## config.mk

```make
export PLATFORM = sky130hd
export DESIGN_NAME = oledfb_queue
export DESIGN_NICKNAME = d
export VERILOG_FILES = /design/src/oledfb_pkg.sv /design/src/oledfb_queue.sv
export SDC_FILE = /design/constraint.sdc
export NUM_CORES = 1
export LEC_CHECK = 0
export BUFFER_PORTS_ARGS = -buffer_cell sky130_fd_sc_hd__buf_4
export CORE_MARGIN = 3
export CORE_UTILIZATION = 50
export DETAILED_ROUTE_END_ITERATION = 6
export HOLD_SLACK_MARGIN = 0.05
export PLACE_DENSITY = 0.83
export RECOVER_POWER = 100
export SLEW_MARGIN = 0
export SYNTH_ARGS = -nofsm -noshare
export SYNTH_HDL_FRONTEND = slang
export SYNTH_SLANG_ARGS = --single-unit
```

## constraint.sdc

```tcl
create_clock -name clock -period 3.1 [get_ports clock]
set_input_delay 0.31 -clock clock [delete_from_list [all_inputs] [get_ports clock]]
set_output_delay 0.31 -clock clock [all_outputs]
set_load 0.1 [all_outputs]
```

## src/oledfb_pkg.sv

```systemverilog
// shared types and constants for the oled page frame store refresh block
package oledfb_pkg;

   localparam logic OP_WRITE   = 1'b0;
   localparam logic OP_REFRESH = 1'b1;

   localparam logic [7:0] CMD_PAGE_ADDR = 8'h22;
   localparam logic [7:0] CMD_COL_HIGH  = 8'h10;
   localparam logic [7:0] NIBBLE_MASK   = 8'h0F;

   // position of a byte in the command header
   localparam logic [1:0] CMDI_PAGE_ADDR = 2'd0;
   localparam logic [1:0] CMDI_PAGE      = 2'd1;
   localparam logic [1:0] CMDI_COL_LOW   = 2'd2;
   localparam logic [1:0] CMDI_COL_HIGH  = 2'd3;

   typedef struct packed {
      logic       operation;
      logic [6:0] pixel_column;
      logic [4:0] pixel_line;
      logic       pixel_shade;
      logic [1:0] strip_index;
      logic [1:0] page_index;
   } cmd_type;

endpackage

```

## src/oledfb_queue.sv

```systemverilog
// two-entry queue between front and back end
module oledfb_queue (
   input  logic                 clock,
   input  logic                 reset,
   input  logic                 push,
   input  oledfb_pkg::cmd_type  push_cmd,
   output logic                 push_ready,
   input  logic                 pop,
   output logic                 head_valid,
   output oledfb_pkg::cmd_type  head_cmd
);

   oledfb_pkg::cmd_type entry_ff [2];
   logic       wr_ptr_ff, wr_ptr_in;
   logic       rd_ptr_ff, rd_ptr_in;
   logic [1:0] count_ff, count_in;

   assign push_ready = (count_ff != 2'd2);
   assign head_valid = (count_ff != 2'd0);
   assign head_cmd   = entry_ff[rd_ptr_ff];

   always_comb begin
      wr_ptr_in = push ? ~wr_ptr_ff : wr_ptr_ff;
      rd_ptr_in = pop ? ~rd_ptr_ff : rd_ptr_ff;
      count_in  = count_ff;
      if (push && !pop) begin
         count_in = count_ff + 2'd1;
      end else if (pop && !push) begin
         count_in = count_ff - 2'd1;
      end
   end

   always_ff @(posedge clock) begin
      if (reset) begin
         wr_ptr_ff <= 1'b0;
         rd_ptr_ff <= 1'b0;
         count_ff  <= 2'd0;
      end else begin
         wr_ptr_ff <= wr_ptr_in;
         rd_ptr_ff <= rd_ptr_in;
         count_ff  <= count_in;
      end
   end

   always_ff @(posedge clock) begin
      if (push) begin
         entry_ff[wr_ptr_ff] <= push_cmd;
      end
   end

endmodule

```

==> results by group <==
Outcome
  – Failing checks: capacitance limit, slew limit
  – Status: complete, but fails checks

Power
  – Tot Pwr: 1316 µW
  – PwrDens: 707.0 nW/µm²
  – Leakage Power: 0.0007051 µW
  – Worst VDD drop: 421.8 µV

STA
  – Fin. Hold Viols: 0
  – Slew Limit Fails: 19
  – Setup TNS Final: 0 ns
  – Max transition margin: -0.04027
  – Tcrit/Tclk final: 0.7434
  – Final Setup Violations: 0
  – Actual slew at the worst max-slew pin: 1.557 ns
  – RSZ-0062 raised after global routing: no
  – Minimum clock period: 2.305 ns
  – Clk_skew: 0.006902 ns
  – Fmax: 433.9 MHz
  – Final worst slack: 0.7954 ns

Worst setup path
  – CP arrival: 1.99 ns
  – WP data required: 2.79 ns
  – Crit-path max FO: 18
  – CP endpoint kind: output pin
  – Kind of critical path: reg2out
  – Type of origin of the critical path: register

Synthesis
  – Post-synth EDFFs: 36
  – Commonest cells in the netlist: 36 x edfxtp_1, 18 x mux2_1, 5 x dfxtp_1
  – Post-synthesis register bit count: 41
  – Ys flop type: edfxtp_1
  – Synthesized area: 1508 µm²
  – Post-Synthesis Cells: 78
  – Warnings from Yosys: 0
  – Sequential fraction of the synthesis area: 0.7834
  – Synth top area share: 0.7170
  – Async SR Flop Fraction: 0
  – Syn Area/Cell: 19.33 µm²
  – Most numerous cell in the Yosys netlist: edfxtp_1
  – Cell taking the most area after synthesis: edfxtp_1
  – Synth area leaders: edfxtp_1 72%, mux2_1 13%, dfxtp_1 6.6%
  – Syn_nets: 101
  – Synth unique cells: 17

Global route
  – GRT overflow: 0
  – Global-route total usage across every layer: 0.1328
  – Largest net degree at the start of global routing: 19
  – Number of global-route vias before repair: 744
  – First-pass GRT wire length: 3.305 mm
  – Antenna violations before repair: 0

Drt
  – DR vias: 794
  – DRC: 0
  – WL/cell: 14.56 µm
  – 1st-iter DRT viols: 13
  – DR vias/cell: 5.090
  – Routed WL: 2.271 mm
  – Antenna viol nets, final: 0
  – DR pass1 iterations: 4

CTS
  – Setup Buffers After CTS: 0
  – Num CTS Buffers: 5
  – Clock root cell: clkbuf_4
  – Clk sink count: 41
  – Post-CTS Resized: 0
  – H-tree Lvls: 2
  – Reg clk slew, reported paths: 0.11 ns
  – Hold_buf cts: 0
  – CTS Buffer Depth: 2
  – Clk Latency, worst-skew pair: 0.33 ns
  – CTS tree: built

Flow run
  – Maxcap violations: 1

Floorplan
  – Die X: 60.91 µm
  – Row count: 19
  – Area of the core: 2805 µm²
  – Io pins: 42
  – Die Height: 60.91 µm
  – Die footprint: 3710 µm²
  – Initial core utilization: 0.5375

Placement
  – Worst slack, placed: 1.289 ns
  – PortBufs: 41
  – Post-Place Cell Area: 1841 µm²
  – Placed Instances: 148
  – GP Congestion: 0.6282

Final layout
  – Area grow syn2layout: 23.49%
  – Post-Layout Cell Count: 156
  – Number of antenna diodes: 0
  – Share of layout cells above drive strength 1: 0.3280
  – Design Area, Final: 1862 µm²
  – Nets: 147

Hold path
  – Hold crit path type: in2reg
==> layout by cell type, fill, tap and decap left out, drive strengths merged <==
cell type / count
nor2: 4
edfxtp: 36
or3: 1
dfxtp: 5
a21oi: 1
xor2: 2
clkbuf: 41
mux2: 18
xnor2: 2
or2: 1
inv: 1
nand2b: 1
o21ai: 1
and2: 1
buf: 8
nor2b: 1
ha: 1
==> state kept, by name, indices dropped and copies added (netlist names), named ones only <==
name / count
entry_ff: 36
count_ff: 2
rd_ptr_ff: 1
wr_ptr_ff: 1
==> cell type report <==
class                           count  area [µm²]
Clock buffer                        8       80.08
Fill cell                         222       943.4
Inverter                            1       3.754
Multi-Input combinational cell     34       306.5
Sequential cell                    41        1181
Tap cell                           31       38.79
Timing Repair Buffer               41       251.5
==> worst max-delay path, cell delays in order, from the launching register on <==
cell	delay, ns
dfxtp_1	0.87
mux2_1	0.41
clkbuf_2	0.38
==> power by group <==
group | switching (µW) | internal, µW | leakage [µW] | total (µW)
sequential | 19.7 | 641 | 0.000379 | 661
clock | 155 | 160 | 0.0000437 | 315
combinational | 274 | 65.8 | 0.000282 | 340
==> path summary, 6_finish.rpt <==
check               from              end  slack (ns)  cells past startpoint
min                reset      count_ff[1]        0.15                      2
max reg2reg    wr_ptr_ff  entry_ff[0][13]        1.19                      1
min reg2reg  count_ff[1]      count_ff[1]        0.51                      2
max             register      head_cmd[4]        0.80                      2
==> logic make-up (layout without fill, tap and decap cells) <==
group | count (synthesis) | after routing | share of synthesized area
multiplexers | 18 | 18 | 0.1344
XOR/XNOR | 4 | 4 | 0.02324
flip-flops | 41 | 41 | 0.7834
AO/OA/AOI/OAI | 2 | 2 | 0.006633
AND/OR/NAND/NOR | 9 | 9 | 0.03072
adder cells (fa/ha/maj) | 1 | 1 | 0.008297
buffers and inverters | 3 | 50 | 0.01327
==> metrics by stage <==
step                      utilization  hold WS, ns
after global placement         0.6561       0.4726
after CTS                      0.6847       0.1324
after detailed placement       0.6561       0.4964
after global routing           0.6637       0.1389
after floorplan                     -       0.3791
final                          0.6637       0.1520
==> routing by layer <==
| metal | wire, µm | GRT usage | vias up |
|---|---|---|---|
| li1 | - | - | 383 |
| met1 | 895 | 0.1435 | 375 |
| met2 | 1154 | 0.2137 | 31 |
| met3 | 177 | 0.06383 | 5 |
| met4 | 44 | 0.07430 | 0 |
| met5 | 0 | 0 | - |
Power figures use the tool's default switching activity.
